$ cat src/rtl/core/bmpd_pkg.sv
// ----------------------------------------------------------------------------
// bmpd_pkg: shared types and constants of the bitmap pixel stream decoder
// Holds register reset values, format codes and the queue entry type.
// ----------------------------------------------------------------------------
package bmpd_pkg;

  localparam int MAX_DIMENSION = 16384;

  localparam logic [1:0] FMT_BGR24 = 2'd0;
  localparam logic [1:0] FMT_BGRA32 = 2'd1;
  localparam logic [1:0] FMT_BITFIELDS = 2'd2;

  localparam logic [2:0] REG_WIDTH = 3'd0;
  localparam logic [2:0] REG_HEIGHT = 3'd1;
  localparam logic [2:0] REG_TOP_DOWN = 3'd2;
  localparam logic [2:0] REG_FORMAT = 3'd3;
  localparam logic [2:0] REG_RED_MASK = 3'd4;
  localparam logic [2:0] REG_GREEN_MASK = 3'd5;
  localparam logic [2:0] REG_BLUE_MASK = 3'd6;
  localparam logic [2:0] REG_ALPHA_MASK = 3'd7;

  localparam logic [31:0] RED_MASK_RST = 32'h00FF_0000;
  localparam logic [31:0] GREEN_MASK_RST = 32'h0000_FF00;
  localparam logic [31:0] BLUE_MASK_RST = 32'h0000_00FF;
  localparam logic [31:0] ALPHA_MASK_RST = 32'hFF00_0000;

  typedef enum logic [1:0] {
    BK_IDLE,
    BK_DIV,
    BK_DONE
  } bk_state_t;

  // one assembled pixel with its destination, passed front to back
  typedef struct packed {
    logic [31:0] pix;
    logic        bitfields;
    logic        alpha_valid;
    logic [15:0] row;
    logic [15:0] col;
    logic        last;
  } pix_entry_t;

endpackage

$ cat src/rtl/core/bmpd_front.sv
// ----------------------------------------------------------------------------
// bmpd_front: byte assembly, padding skip and position counters
// Accepts one byte per cycle while the queue is not full and pushes one entry per completed pixel.
// ----------------------------------------------------------------------------
module bmpd_front #(
  parameter int MAX_DIM = bmpd_pkg::MAX_DIMENSION
) (
  input  logic                  clk,
  input  logic                  rst_n,
  input  logic                  byte_valid,
  input  logic [7:0]            byte_data,
  output logic                  byte_stall,
  input  logic [14:0]           width_cfg,
  input  logic [14:0]           height_cfg,
  input  logic                  top_down_cfg,
  input  logic [1:0]            format_cfg,
  output logic                  push,
  output bmpd_pkg::pix_entry_t  push_entry,
  input  logic                  q_full
);
  localparam int CW = $clog2(MAX_DIM + 1);

  logic [1:0]  byte_pos_r, pad_left_r;
  logic [23:0] partial_r;
  logic [CW-1:0] col_r, frow_r;
  logic [CW-1:0] w, h, row_sel, row;
  logic [1:0]  last_idx, pad_val;
  logic        take, fmt24, row_end, img_end;
  logic [31:0] pix;

  function automatic logic [CW-1:0] clamp_dim(input logic [14:0] v);
    logic [CW-1:0] r;
    begin
      if (v == 15'd0) r = CW'(1);
      else if ({17'd0, v} > 32'(MAX_DIM)) r = CW'(MAX_DIM);
      else r = CW'(v);
      return r;
    end
  endfunction

  assign w = clamp_dim(width_cfg);
  assign h = clamp_dim(height_cfg);
  assign fmt24 = (format_cfg == bmpd_pkg::FMT_BGR24);
  assign last_idx = fmt24 ? 2'd2 : 2'd3;
  assign byte_stall = q_full;
  assign take = byte_valid && !q_full;

  assign pix = fmt24 ? {8'd0, byte_data, partial_r[15:0]} : {byte_data, partial_r};
  assign row_sel = (frow_r < h) ? frow_r : h - CW'(1);
  assign row = top_down_cfg ? row_sel : h - CW'(1) - row_sel;
  assign row_end = ({1'b0, col_r} + 1'b1) >= {1'b0, w};
  assign img_end = ({1'b0, frow_r} + 1'b1) >= {1'b0, h};
  // padding = (4 - (w*bpp)&3)&3; bpp 4 never pads, bpp 3 gives (4 - w*3 mod 4) mod 4
  assign pad_val = fmt24 ? 2'(3'd4 - 3'(2'(w[1:0] * 2'd3))) : 2'd0;

  assign push = take && pad_left_r == 2'd0 && byte_pos_r >= last_idx;
  always_comb begin
    push_entry = '0;
    push_entry.pix = pix;
    push_entry.bitfields = format_cfg[1];
    push_entry.alpha_valid = (format_cfg == bmpd_pkg::FMT_BGRA32);
    push_entry.row = 16'(row);
    push_entry.col = 16'(col_r);
    push_entry.last = row_end && img_end;
  end

  always_ff @(posedge clk) begin
    if (!rst_n) begin
      byte_pos_r <= '0;
      pad_left_r <= '0;
      partial_r <= '0;
      col_r <= '0;
      frow_r <= '0;
    end else if (take) begin
      if (pad_left_r != 2'd0) begin
        pad_left_r <= pad_left_r - 2'd1;
      end else if (byte_pos_r < last_idx) begin
        partial_r[8*byte_pos_r +: 8] <= byte_data;
        byte_pos_r <= byte_pos_r + 2'd1;
      end else begin
        byte_pos_r <= '0;
        partial_r <= '0;
        if (row_end) begin
          col_r <= '0;
          pad_left_r <= pad_val;
          frow_r <= img_end ? '0 : frow_r + CW'(1);
        end else begin
          col_r <= col_r + CW'(1);
        end
      end
    end
  end
endmodule

$ cat src/rtl/core/bmpd_queue.sv
// ----------------------------------------------------------------------------
// bmpd_queue: two-entry FIFO between front and back
// ----------------------------------------------------------------------------
module bmpd_queue (
  input  logic                 clk,
  input  logic                 rst_n,
  input  logic                 push,
  input  bmpd_pkg::pix_entry_t push_entry,
  output logic                 full,
  output logic                 not_empty,
  input  logic                 pop,
  output bmpd_pkg::pix_entry_t head
);
  bmpd_pkg::pix_entry_t mem_r [2];
  logic wp_r, rp_r;
  logic [1:0] cnt_r;

  assign full = cnt_r == 2'd2;
  assign not_empty = cnt_r != 2'd0;
  assign head = mem_r[rp_r];

  always_ff @(posedge clk) begin
    if (push) mem_r[wp_r] <= push_entry;
  end

  always_ff @(posedge clk) begin
    if (!rst_n) begin
      wp_r <= 1'b0;
      rp_r <= 1'b0;
      cnt_r <= '0;
    end else begin
      if (push) wp_r <= ~wp_r;
      if (pop) rp_r <= ~rp_r;
      cnt_r <= cnt_r + {1'b0, push} - {1'b0, pop};
    end
  end
endmodule

$ cat src/rtl/core/bmpd_back.sv
// ----------------------------------------------------------------------------
// bmpd_back: channel extraction and bitfield scaling
// Shares one radix-2 divider over the four channels in bitfield mode.
// ----------------------------------------------------------------------------
module bmpd_back (
  input  logic                 clk,
  input  logic                 rst_n,
  input  logic                 q_not_empty,
  input  bmpd_pkg::pix_entry_t head,
  output logic                 pop,
  input  logic [31:0]          red_mask,
  input  logic [31:0]          green_mask,
  input  logic [31:0]          blue_mask,
  input  logic [31:0]          alpha_mask,
  output logic                 out_valid,
  input  logic                 out_stall,
  output logic [7:0]           out_red,
  output logic [7:0]           out_green,
  output logic [7:0]           out_blue,
  output logic [7:0]           out_alpha,
  output logic [13:0]          out_dest_row,
  output logic [13:0]          out_dest_col,
  output logic                 out_last_pixel
);
  bmpd_pkg::bk_state_t state_r, state_nxt;
  logic [1:0]  ch_r;
  logic [1:0]  ch_sel;
  logic [5:0]  bit_r;
  logic [39:0] num_r;
  logic [31:0] den_r, rem_r;
  logic [39:0] quo_r;
  logic [7:0]  res_r [4];
  logic [31:0] mask;
  logic [31:0] m_sh, v_sh;
  logic [4:0]  s;
  logic [32:0] trial;
  logic        start, ch_done, out_free;
  logic [39:0] t_calc;

  assign out_free = !out_valid || !out_stall;

  // operands are loaded for the channel that runs next
  assign ch_sel = (state_r == bmpd_pkg::BK_DIV && ch_done) ? ch_r + 2'd1 : ch_r;

  always_comb begin
    unique case (ch_sel)
      2'd0: mask = red_mask;
      2'd1: mask = green_mask;
      2'd2: mask = blue_mask;
      default: mask = alpha_mask;
    endcase
  end

  // trailing-zero count, shift down
  always_comb begin
    s = 5'd31;
    for (int i = 31; i >= 0; i--) begin
      if (mask[i]) s = 5'(i);
    end
    m_sh = mask >> s;
    v_sh = (head.pix & mask) >> s;
    t_calc = ({8'd0, v_sh} * 40'd255) + {9'd0, m_sh[31:1]};
  end

  assign trial = {rem_r, num_r[39]};
  assign ch_done = (bit_r == 6'd39);

  always_comb begin
    state_nxt = state_r;
    unique case (state_r)
      bmpd_pkg::BK_IDLE:
        if (q_not_empty && head.bitfields) state_nxt = bmpd_pkg::BK_DIV;
        else if (q_not_empty) state_nxt = bmpd_pkg::BK_DONE;
      bmpd_pkg::BK_DIV:
        if (ch_done && ch_r == 2'd3) state_nxt = bmpd_pkg::BK_DONE;
      bmpd_pkg::BK_DONE:
        if (out_free) state_nxt = bmpd_pkg::BK_IDLE;
      default: state_nxt = bmpd_pkg::BK_IDLE;
    endcase
  end

  assign start = (state_r == bmpd_pkg::BK_IDLE) && q_not_empty;
  assign pop = (state_r == bmpd_pkg::BK_DONE) && out_free;

  always_ff @(posedge clk) begin
    if (!rst_n) state_r <= bmpd_pkg::BK_IDLE;
    else state_r <= state_nxt;
  end

  // restoring divider, one quotient bit per cycle
  always_ff @(posedge clk) begin
    if (!rst_n) begin
      ch_r <= '0;
      bit_r <= '0;
    end else if (start) begin
      ch_r <= '0;
      bit_r <= '0;
    end else if (state_r == bmpd_pkg::BK_DIV) begin
      bit_r <= ch_done ? 6'd0 : bit_r + 6'd1;
      if (ch_done) ch_r <= ch_r + 2'd1;
    end
  end

  always_ff @(posedge clk) begin
    if (start || (state_r == bmpd_pkg::BK_DIV && ch_done)) begin
      num_r <= t_calc;
      den_r <= m_sh;
      rem_r <= '0;
      quo_r <= '0;
    end else if (state_r == bmpd_pkg::BK_DIV) begin
      num_r <= {num_r[38:0], 1'b0};
      if (trial >= {1'b0, den_r}) begin
        rem_r <= 32'(trial - {1'b0, den_r});
        quo_r <= {quo_r[38:0], 1'b1};
      end else begin
        rem_r <= trial[31:0];
        quo_r <= {quo_r[38:0], 1'b0};
      end
    end
  end

  // start loads channel 0 operands, so the mask select must be channel 0 then
  always_ff @(posedge clk) begin
    if (state_r == bmpd_pkg::BK_DIV && ch_done) begin
      res_r[ch_r] <= (den_r == 32'd0) ? 8'hFF
                   : (trial >= {1'b0, den_r}) ? {quo_r[6:0], 1'b1} : {quo_r[6:0], 1'b0};
    end
  end

  always_ff @(posedge clk) begin
    if (!rst_n) begin
      out_valid <= 1'b0;
    end else if (pop) begin
      out_valid <= 1'b1;
    end else if (!out_stall) begin
      out_valid <= 1'b0;
    end
  end

  always_ff @(posedge clk) begin
    if (pop) begin
      if (head.bitfields) begin
        out_red <= res_r[0];
        out_green <= res_r[1];
        out_blue <= res_r[2];
        out_alpha <= res_r[3];
      end else begin
        out_red <= head.pix[23:16];
        out_green <= head.pix[15:8];
        out_blue <= head.pix[7:0];
        out_alpha <= head.alpha_valid ? head.pix[31:24] : 8'hFF;
      end
      out_dest_row <= head.row[13:0];
      out_dest_col <= head.col[13:0];
      out_last_pixel <= head.last;
    end
  end
endmodule

$ cat src/rtl/core/bmp_pixel_stream_decoder_top.sv
// ----------------------------------------------------------------------------
// bmp_pixel_stream_decoder_top: bitmap pixel-area stream decoder
// Flow: a 24/32-bit BGR(A) pixel goes from the queue through the back end's
// IDLE and DONE states to the output register; a bitfield pixel also passes
// DIV, where the shared divider scales its 4 channels in turn. Throughput:
// one byte per cycle while the 2-entry queue has room; the back end finishes
// one pixel before it pops the next, so bitfield pixels drain slower.
// Reset (rst_n low, synchronous) clears counters, queue, state and config registers.
// ----------------------------------------------------------------------------
module bmp_pixel_stream_decoder_top #(
  parameter int MAX_DIMENSION = bmpd_pkg::MAX_DIMENSION
) (
  input  logic        clk,
  input  logic        rst_n,
  input  logic        in_valid,
  output logic        in_stall,
  input  logic [7:0]  in_pixel_byte,
  output logic        out_valid,
  input  logic        out_stall,
  output logic [7:0]  out_red,
  output logic [7:0]  out_green,
  output logic [7:0]  out_blue,
  output logic [7:0]  out_alpha,
  output logic [13:0] out_dest_row,
  output logic [13:0] out_dest_col,
  output logic        out_last_pixel,
  input  logic        psel,
  input  logic        penable,
  input  logic        pwrite,
  input  logic [4:0]  paddr,
  input  logic [31:0] pwdata,
  output logic [31:0] prdata,
  output logic        pready
);
  // configuration registers
  logic [14:0] width_r, height_r;
  logic        top_down_r;
  logic [1:0]  format_r;
  logic [31:0] red_mask_r, green_mask_r, blue_mask_r, alpha_mask_r;
  logic        wr_en;
  logic [2:0]  reg_idx;

  logic                 push, q_full, q_not_empty, pop;
  bmpd_pkg::pix_entry_t push_entry, head;

  assign pready = 1'b1;
  assign reg_idx = paddr[4:2];
  assign wr_en = psel && penable && pwrite;

  always_ff @(posedge clk) begin
    if (!rst_n) begin
      width_r <= 15'd1;
      height_r <= 15'd1;
      top_down_r <= 1'b0;
      format_r <= bmpd_pkg::FMT_BGR24;
      red_mask_r <= bmpd_pkg::RED_MASK_RST;
      green_mask_r <= bmpd_pkg::GREEN_MASK_RST;
      blue_mask_r <= bmpd_pkg::BLUE_MASK_RST;
      alpha_mask_r <= bmpd_pkg::ALPHA_MASK_RST;
    end else if (wr_en && paddr[1:0] == 2'd0) begin
      unique case (reg_idx)
        bmpd_pkg::REG_WIDTH: width_r <= pwdata[14:0];
        bmpd_pkg::REG_HEIGHT: height_r <= pwdata[14:0];
        bmpd_pkg::REG_TOP_DOWN: top_down_r <= pwdata[0];
        bmpd_pkg::REG_FORMAT: format_r <= pwdata[1:0];
        bmpd_pkg::REG_RED_MASK: red_mask_r <= pwdata;
        bmpd_pkg::REG_GREEN_MASK: green_mask_r <= pwdata;
        bmpd_pkg::REG_BLUE_MASK: blue_mask_r <= pwdata;
        default: alpha_mask_r <= pwdata;
      endcase
    end
  end

  // readback
  always_comb begin
    unique case (reg_idx)
      bmpd_pkg::REG_WIDTH: prdata = {17'd0, width_r};
      bmpd_pkg::REG_HEIGHT: prdata = {17'd0, height_r};
      bmpd_pkg::REG_TOP_DOWN: prdata = {31'd0, top_down_r};
      bmpd_pkg::REG_FORMAT: prdata = {30'd0, format_r};
      bmpd_pkg::REG_RED_MASK: prdata = red_mask_r;
      bmpd_pkg::REG_GREEN_MASK: prdata = green_mask_r;
      bmpd_pkg::REG_BLUE_MASK: prdata = blue_mask_r;
      default: prdata = alpha_mask_r;
    endcase
  end

  // front: assemble bytes, skip padding, tag each pixel with its position
  bmpd_front #(.MAX_DIM(MAX_DIMENSION)) u_front (
    .clk, .rst_n,
    .byte_valid(in_valid), .byte_data(in_pixel_byte), .byte_stall(in_stall),
    .width_cfg(width_r), .height_cfg(height_r),
    .top_down_cfg(top_down_r), .format_cfg(format_r),
    .push, .push_entry, .q_full
  );

  // queue: decouple byte intake from the slow bitfield back end
  bmpd_queue u_queue (
    .clk, .rst_n, .push, .push_entry, .full(q_full),
    .not_empty(q_not_empty), .pop, .head
  );

  // back: scale channels and hold the result transaction
  bmpd_back u_back (
    .clk, .rst_n, .q_not_empty, .head, .pop,
    .red_mask(red_mask_r), .green_mask(green_mask_r),
    .blue_mask(blue_mask_r), .alpha_mask(alpha_mask_r),
    .out_valid, .out_stall, .out_red, .out_green, .out_blue, .out_alpha,
    .out_dest_row, .out_dest_col, .out_last_pixel
  );
endmodule

$ cat config.mk
export PLATFORM = sky130hd
export DESIGN_NAME = bmp_pixel_stream_decoder_top
export DESIGN_NICKNAME = d
export VERILOG_FILES = /design/src/rtl/core/bmpd_pkg.sv /design/src/rtl/core/bmpd_front.sv /design/src/rtl/core/bmpd_queue.sv /design/src/rtl/core/bmpd_back.sv /design/src/rtl/core/bmp_pixel_stream_decoder_top.sv
export SDC_FILE = /design/constraint.sdc
export NUM_CORES = 2
export LEC_CHECK = 0
export BUFFER_PORTS_ARGS = -buffer_cell sky130_fd_sc_hd__buf_2
export CAP_MARGIN = 20
export CORE_MARGIN = 2
export CORE_UTILIZATION = 47
export DETAILED_ROUTE_END_ITERATION = 6
export PLACE_DENSITY = 0.66
export SLEW_MARGIN = 10
export SYNTH_ARGS = -nofsm -noshare
export SYNTH_HDL_FRONTEND = slang
export SYNTH_SLANG_ARGS = --single-unit
$ cat constraint.sdc
create_clock -name clk -period 9.55 [get_ports clk]
set_clock_uncertainty 0.05 [all_clocks]
set_input_delay 0.955 -clock clk [delete_from_list [all_inputs] [get_ports clk]]
set_output_delay 0.955 -clock clk [all_outputs]
set_load 0.01 [all_outputs]
### Word level (Yosys, flattened, before mapping)

Memory sizes are Yosys's and may differ from the RTL's. A register that Yosys moved wholly into a read port is not among the register bits.
Cells that the tools add are included.

* flip-flop bits (word level): 406
* memory bits (writable): 162
* output and inout bits: 96
* memories kept: 2

* add/sub/neg operators: 16
* multipliers: 2
* magnitude comparators: 8
* equal/unequal tests: 19
* shift-type cells: 4
* multiplexer cells: 76
* bitwise logic cells: 7
* reduce and logical (&&, ||, !) cells: 46

Memory list
* u_queue.mem_r: depth 2, width 65, read ports 1, clocked after Yosys merged registers in 1, wr ports 1, RTL line bmpd_queue.sv:14 `bmpd_pkg::pix_entry_t mem_r [2];`
* u_back.res_r: depth 4, width 8, read ports 4, clocked after Yosys merged registers in 0, wr ports 1, RTL line bmpd_back.sv:32 `logic [7:0] res_r [4];`

Operator list (number)
* $pmux W32 S7: 1
* $mux W15: 8
* $pmux W32 S3: 1
* $mux W40: 2
* $mux W5: 16
* $mux W32: 2
* $shr A32 B5 Y32: 2
* $mux W8: 6
* $add A40 B31 Y40: 1
* $mul A32 B8 Y40 const B: 1
* $neg A5 Y34: 1
* $shift A8 B34 Y24 const A: 1
* $shiftx A8 B34 Y24: 1
* $ge A33 B32 Y1: 1
* $add A15 B1 Y16 const B: 2
* $and A32 B32 Y32: 1
* $ge A16 B15 Y1: 2
* $logic_not A32 Y1: 1
* $mux W4: 8
* $sub A32 B32 Y32: 1
* $add A15 B1 Y15 const B: 2
* $gt A15 B15 Y1 const B: 2
* $logic_not A15 Y1: 2
* $bwmux W24: 1
* other kinds (39): 112

### Longest topological paths before layout

* depth in word-level cells: 40
* gate-level depth with buffers: 49
* depth with buffers taken out: 42

### Hierarchy

From an unflattened synthesis, not the netlist that was laid out.

* cells, all modules: 4328
* area, all modules: 42164.2 µm²

Modules (own cells, without submodules)
* bmpd_back: times used 1, cells an instance 2397, area an instance 22988.3 µm², seq. area each 5955.7 µm²
* bmp_pixel_stream_decoder_top: times used 1, cells an instance 834, area an instance 7638.6 µm², seq. area each 3223.1 µm²
* bmpd_front: times used 1, cells an instance 868, area an instance 6362.4 µm², seq. area each 1161.1 µm²
* bmpd_queue: times used 1, cells an instance 229, area an instance 5175.0 µm², seq. area each 4124.0 µm²

### Worst setup path after synthesis

OpenSTA, ideal clock, no wires.

* kind: register to register
* start: reg u_back.ch_r[1]
* end: reg u_back.num_r[39] (data pin)
* setup time: 270 ps
* data arrival time: 9765 ps
* required time: 9230 ps
* path slack: -535 ps
* cell stages (with the launch flop): 44
* path buffers: 7
* clock period less this slack: 10085 ps
* path through: dfxtp_1 -> buf_1 -> inv_1 -> ha_1 -> or2_1 -> clkbuf_1 -> or3_1 -> buf_2 -> a21o_1 -> a2bb2o_1 -> or4_1 -> a21oi_1 -> a211oi_2 -> nor2_8 -> buf_4 -> buf_6 -> buf_2 -> buf_1 -> (+8 left out) -> fa_1 -> inv_1 -> ha_1 -> o21ai_0 -> nand2b_1 -> nand2_1 -> a21oi_1 -> o41ai_1 -> o21ai_0 -> o211ai_1 -> o21ai_0 -> a21o_1 -> a221oi_1 -> a21oi_1 -> a21oi_1 -> o21ai_0 -> xnor2_1 -> a21oi_1

* longest elaborated chain between the ends: 39
* elaborated cells on any way between the ends: 43
* those cells by class: 2 x add/sub; 1 x mul; 2 x eq/ne; 2 x shift; 34 x mux; 1 x bitwise; 1 x reduce/logical

RTL lines
* start: declaration: RTL line bmpd_back.sv:26 `logic [1:0] ch_r;`
* start signal: assignment: RTL line bmpd_back.sv:100 `if (ch_done) ch_r <= ch_r + 2'd1;`
* $add A2 B1 Y2: RTL line bmpd_back.sv:43 `assign ch_sel = (state_r == bmpd_pkg::BK_DIV && ch_done) ? ch_r + 2'd1 : ch_r;`
* $mux W2 *: RTL line bmpd_back.sv:43
* $eq A2 B2 Y1, or another cell as far along: RTL line bmpd_back.sv:46 `unique case (ch_sel)`
* $pmux W32 S3 *: RTL line bmpd_back.sv:46
* $mux W1: RTL line bmpd_back.sv:58 `if (mask[i]) s = 5'(i);`
* $mux W2 (2 in series): RTL line bmpd_back.sv:58
* $mux W3 (4 in series): RTL line bmpd_back.sv:58
* $mux W4 (8 in series): RTL line bmpd_back.sv:58
* $mux W5 (16 in series): RTL line bmpd_back.sv:58
* $shr A32 B5 Y32: RTL line bmpd_back.sv:61 `v_sh = (head.pix & mask) >> s;`
* $mul A32 B8 Y40: RTL line bmpd_back.sv:62 `t_calc = ({8'd0, v_sh} * 40'd255) + {9'd0, m_sh[31:1]};`
* $add A40 B31 Y40 *: RTL line bmpd_back.sv:62
* $mux W40 *: RTL line bmpd_back.sv:105 `if (start || (state_r == bmpd_pkg::BK_DIV && ch_done)) begin`
* end signal: assignment: RTL line bmpd_back.sv:106 `num_r <= t_calc;`
* end signal: assignment: RTL line bmpd_back.sv:111 `num_r <= {num_r[38:0], 1'b0};`
* end: declaration: RTL line bmpd_back.sv:29 `logic [39:0] num_r;`

Every way passes the cells marked *; elsewhere a longest branch is shown, timed or not.
A chain may end at the register's enable or synchronous reset.

### Worst setup path in the final report

* start: reg u_back.ch_r[1]
* end: reg u_back.num_r[36] (data pin)

* elaborated cells on any way between the ends: 43
* those cells by class: 2 x add/sub; 1 x mul; 2 x eq/ne; 2 x shift; 34 x mux; 1 x bitwise; 1 x reduce/logical

RTL lines
* $add A2 B1 Y2: RTL line bmpd_back.sv:43
* $mux W2 *: RTL line bmpd_back.sv:43
* $eq A2 B2 Y1, or another cell as far along: RTL line bmpd_back.sv:46
* $pmux W32 S3 *: RTL line bmpd_back.sv:46
* $mux W1: RTL line bmpd_back.sv:58
* $mux W2 (2 in series): RTL line bmpd_back.sv:58
* $mux W3 (4 in series): RTL line bmpd_back.sv:58
* $mux W4 (8 in series): RTL line bmpd_back.sv:58
* $mux W5 (16 in series): RTL line bmpd_back.sv:58
* $shr A32 B5 Y32 *: RTL line bmpd_back.sv:60 `m_sh = mask >> s;`
* via u_back.m_sh[13]: RTL line bmpd_back.sv:34 `logic [31:0] m_sh, v_sh;`
* $add A40 B31 Y40 *: RTL line bmpd_back.sv:62
* $mux W40 *: RTL line bmpd_back.sv:105

The timed path passes the listed nets; every way through them passes the cells marked *.

==> run metrics <==
unrepaired setup endpoints after global routing=true; end of the worst hold path=u_queue.mem_r[0][35]; number of nets produced by synthesis=4,592; post-synthesis sequential area ratio=0.359; CP max FO=5; CTS tree=yes; layer with the highest usage after global routing=met2; met1 Track Usage GR=0.376; core area=0.0836 mm^2; summed instance area of the synthesized netlist=0.0396 mm^2; Yosys warnings=0; master of the slowest instance on the critical path=sky130_fd_sc_hd__a21oi_1; wire length of the first global-routing pass=183,000 um; number of slew-limit violations in the final report=0; number of buffers on the longest clock path=3; number of DRC violations after detailed-routing iteration 0=2,668; final wirelength=118,000 um; Antenna Nets Post-Route=0; fmax=0.107 GHz; endpoint type of the worst setup path=flip-flop; top post-synthesis cells by area=sky130_fd_sc_hd__edfxtp_1, sky130_fd_sc_hd__dfxtp_1, sky130_fd_sc_hd__fa_1, sky130_fd_sc_hd__mux2i_1, sky130_fd_sc_hd__ha_1; slew margin rel.=0.306; power density of the placed cells=182 mW/mm^2; most used flip-flop cell after synthesis=sky130_fd_sc_hd__edfxtp_1; result of the run=finished, final reports clean; Leak Pwr=19.9 nW; leading cell type in the layout, fill and taps excluded=sky130_fd_sc_hd__nand2_1; Root Driver=sky130_fd_sc_hd__clkbuf_16; combined buffer and inverter count along the critical path=11; vias=32,639; DRC violation count after routing=0; clock latency reported for the late side of the worst-skew pair=0.66 ns; number of cells on the worst reg-to-reg path=42; overall track demand over capacity in global routing=0.269; share of post-route cells with drive strength above 1=0.234; maximum number of pins on one net before global-route repair=88; delay contributed by the slowest stage of the critical path=0.56 ns; number of flops mapped to enable cells by yosys=291; initial antenna violation count=4; number of cells traversed by the worst hold path=0; number of violations of the max-capacitance limit=0; number of library cell types mapped by synthesis=117; family with the most delay on the worst path=compound AO/OA/AOI/OAI gates; maximum level of the CTS H-tree=2; placement row count=106; Pwr Total=0.00869 W; Hold Startpoint=u_front.partial_r[2]; global placement routability congestion=0.980; critical path type=flip-flop to flip-flop; global routing usage on met2=0.441; origin of the critical flop-to-flop path=u_back.ch_r[1]; starting density of the core=0.474; post-route insts no fill=5,802; Synth top area share=0.221; drt wl/cell=20.3 um; actual slew at the worst max-slew pin=1.04 ns; reg-to-reg endpoint=u_back.num_r[36]; Port-buffer cells=146; number of instances in the synthesized netlist=4,199; asr flop ratio synth=0; leading cell types in the layout, fill and taps excluded=sky130_fd_sc_hd__nand2_1, sky130_fd_sc_hd__buf_4, sky130_fd_sc_hd__inv_1, sky130_fd_sc_hd__edfxtp_1, sky130_fd_sc_hd__dfxtp_1; GRT overflow=0; net total in the final layout=5,062; average vias per placed instance=5.63; clock sink count=565; number of optimization iterations in the first detailed-route pass=6; post-detailed-placement cell area=0.0441 mm^2; Horiz. Die Dim=294 um; post-synthesis cell type with the largest combined area=sky130_fd_sc_hd__edfxtp_1; WP data required=9.87 ns; tightest hold margin=0.409 ns; Hold Fails Final Rpt=0; fill cell instance count of the final layout=7,347; cell count after placement=5,641; worst-case vdd ir drop=0.415 mV; overall die height=294 um; startpoint type of the worst setup path=flip-flop; total non-filler cell area in the finished layout=0.0477 mm^2; shortest period the worst path allows=9.33 ns; Mean Syn Cell Area=9.44 um^2; area added between synthesis and finish=20.4%; ratio of final minimum period to clock period=0.977; antenna diode count=0; flip-flop and latch count after synthesis=565; Die ar.=0.0866 mm^2; critical path's most frequent cell=sky130_fd_sc_hd__buf_4; HPWL after DPL=88,200 um; via count of the first global-routing pass=31,884; clock transition at the register clock pins on the worst setup and hold paths after CTS=0.07 ns; worst hold path type=flip-flop to flip-flop; met3 global-route usage=0.0348; number of buffers created by CTS=61; number of I/O pins=148; register-to-register setup slack=0.22 ns; setup-violating endpoint count in the final report=0; arrival time at the worst endpoint=9.66 ns
-- flip-flops by register name, summed over array words and instances, names as in the netlist, 32 cells and up, named ones only --
signal	cells
u_queue.mem_r	126
u_back.num_r	40
alpha_mask_r	32
blue_mask_r	32
green_mask_r	32
red_mask_r	32
u_back.den_r	32
u_back.rem_r	32
u_back.res_r	32
-- synth_stat cells (9+ instances only) --
cell	count
sky130_fd_sc_hd__a21oi_1	265
sky130_fd_sc_hd__and3_1	25
sky130_fd_sc_hd__nor4_1	20
sky130_fd_sc_hd__mux4_2	36
sky130_fd_sc_hd__nor2_1	262
sky130_fd_sc_hd__mux2i_1	251
sky130_fd_sc_hd__or3_1	13
sky130_fd_sc_hd__edfxtp_1	291
sky130_fd_sc_hd__or2_2	25
sky130_fd_sc_hd__a211oi_1	25
sky130_fd_sc_hd__inv_1	368
sky130_fd_sc_hd__o22ai_1	27
sky130_fd_sc_hd__clkbuf_1	149
sky130_fd_sc_hd__buf_1	11
sky130_fd_sc_hd__ha_1	180
sky130_fd_sc_hd__a22oi_1	9
sky130_fd_sc_hd__buf_4	11
sky130_fd_sc_hd__xnor2_1	71
sky130_fd_sc_hd__buf_6	12
sky130_fd_sc_hd__a31oi_1	9
sky130_fd_sc_hd__a21o_1	50
sky130_fd_sc_hd__nand2b_1	31
sky130_fd_sc_hd__o211ai_1	16
sky130_fd_sc_hd__o21ai_0	157
sky130_fd_sc_hd__a21boi_0	182
sky130_fd_sc_hd__o21a_1	28
sky130_fd_sc_hd__nand4_1	14
sky130_fd_sc_hd__dfxtp_1	274
sky130_fd_sc_hd__nand3b_1	13
sky130_fd_sc_hd__fa_1	161
sky130_fd_sc_hd__xor2_1	56
sky130_fd_sc_hd__nor3_1	54
sky130_fd_sc_hd__o21bai_1	13
sky130_fd_sc_hd__a2bb2oi_1	38
sky130_fd_sc_hd__nand2_1	580
sky130_fd_sc_hd__mux2_2	79
sky130_fd_sc_hd__nand3_1	105
sky130_fd_sc_hd__and2_1	39
sky130_fd_sc_hd__buf_2	18
sky130_fd_sc_hd__nor2b_1	54
-- routing by layer --
layer / routed length (um) / part of all wire
met3: 7880 / 0.067
met5: 38 / 0.00032
met1: 51800 / 0.44
met2: 54900 / 0.47
met4: 3000 / 0.026
-- how the worst max path moves through the flow --
| stage | from | end | slack [ns] | cells after the start |
|---|---|---|---|---|
| final | u_back.ch_r[1] | u_back.num_r[36] | 0.22 | 42 |
| after global routing | u_back.bit_r[2] | u_back.num_r[36] | -0.21 | 42 |
| after CTS | u_back.bit_r[0] | u_back.num_r[35] | 0.01 | 43 |
| after detailed placement | u_back.ch_r[0] | u_back.num_r[37] | -0.26 | 42 |
| after global placement | u_back.ch_r[0] | u_back.num_r[39] | -0.19 | 42 |
| after floorplan | u_back.ch_r[0] | u_back.num_r[39] | -0.03 | 46 |
-- logic make-up after synthesis --
kind of cell	count (synthesis)	share of synthesized area
AOI/OAI and AO/OA	921	0.153
xor gates and xnor gates	133	0.0305
adders and majority gates	342	0.138
buffers and inverters	582	0.0609
DFF	565	0.359
muxes	371	0.108
other	1	0.0000946
and+or+nand+nor	1284	0.150
-- power by group --
part,leakage [nW],internal [W],switching [W]
registers,4.80,0.00270,0.0000818
logic,14.1,0.00171,0.00183
clock network,0.983,0.00132,0.00104
total,19.9,0.00574,0.00295
-- final cells by class --
type / count / area, um^2 / area share
clock buffers: 79 / 1710 / 0.0358
clock inverters: 37 / 305 / 0.00640
inverters: 373 / 1410 / 0.0295
multi-input cells: 3052 / 24200 / 0.507
flip-flops and latches: 565 / 14200 / 0.298
well taps: 1080 / 1350 / 0.0283
repair buffers: 616 / 4530 / 0.0950
-- metrics by stage --
step	setup TNS [ns]	worst slack (ns)	utilization
6_report	0	0.216	0.571
5_1_grt	-0.664	-0.205	0.571
4_1_cts	0	0.0103	0.558
3_5_place_dp	-1.30	-0.263	0.528
3_3_place_gp	-0.790	-0.190	0.528
2_1_floorplan	-0.0387	-0.0340	-
-- what timing repair did --
action,in CTS,in global routing
endpoints found under the setup margin,8,14
hold buffers,0,0
resized for setup,84,198
setup buffers,10,34
pin swaps,22,106
(Power assumes the default switching activity.)
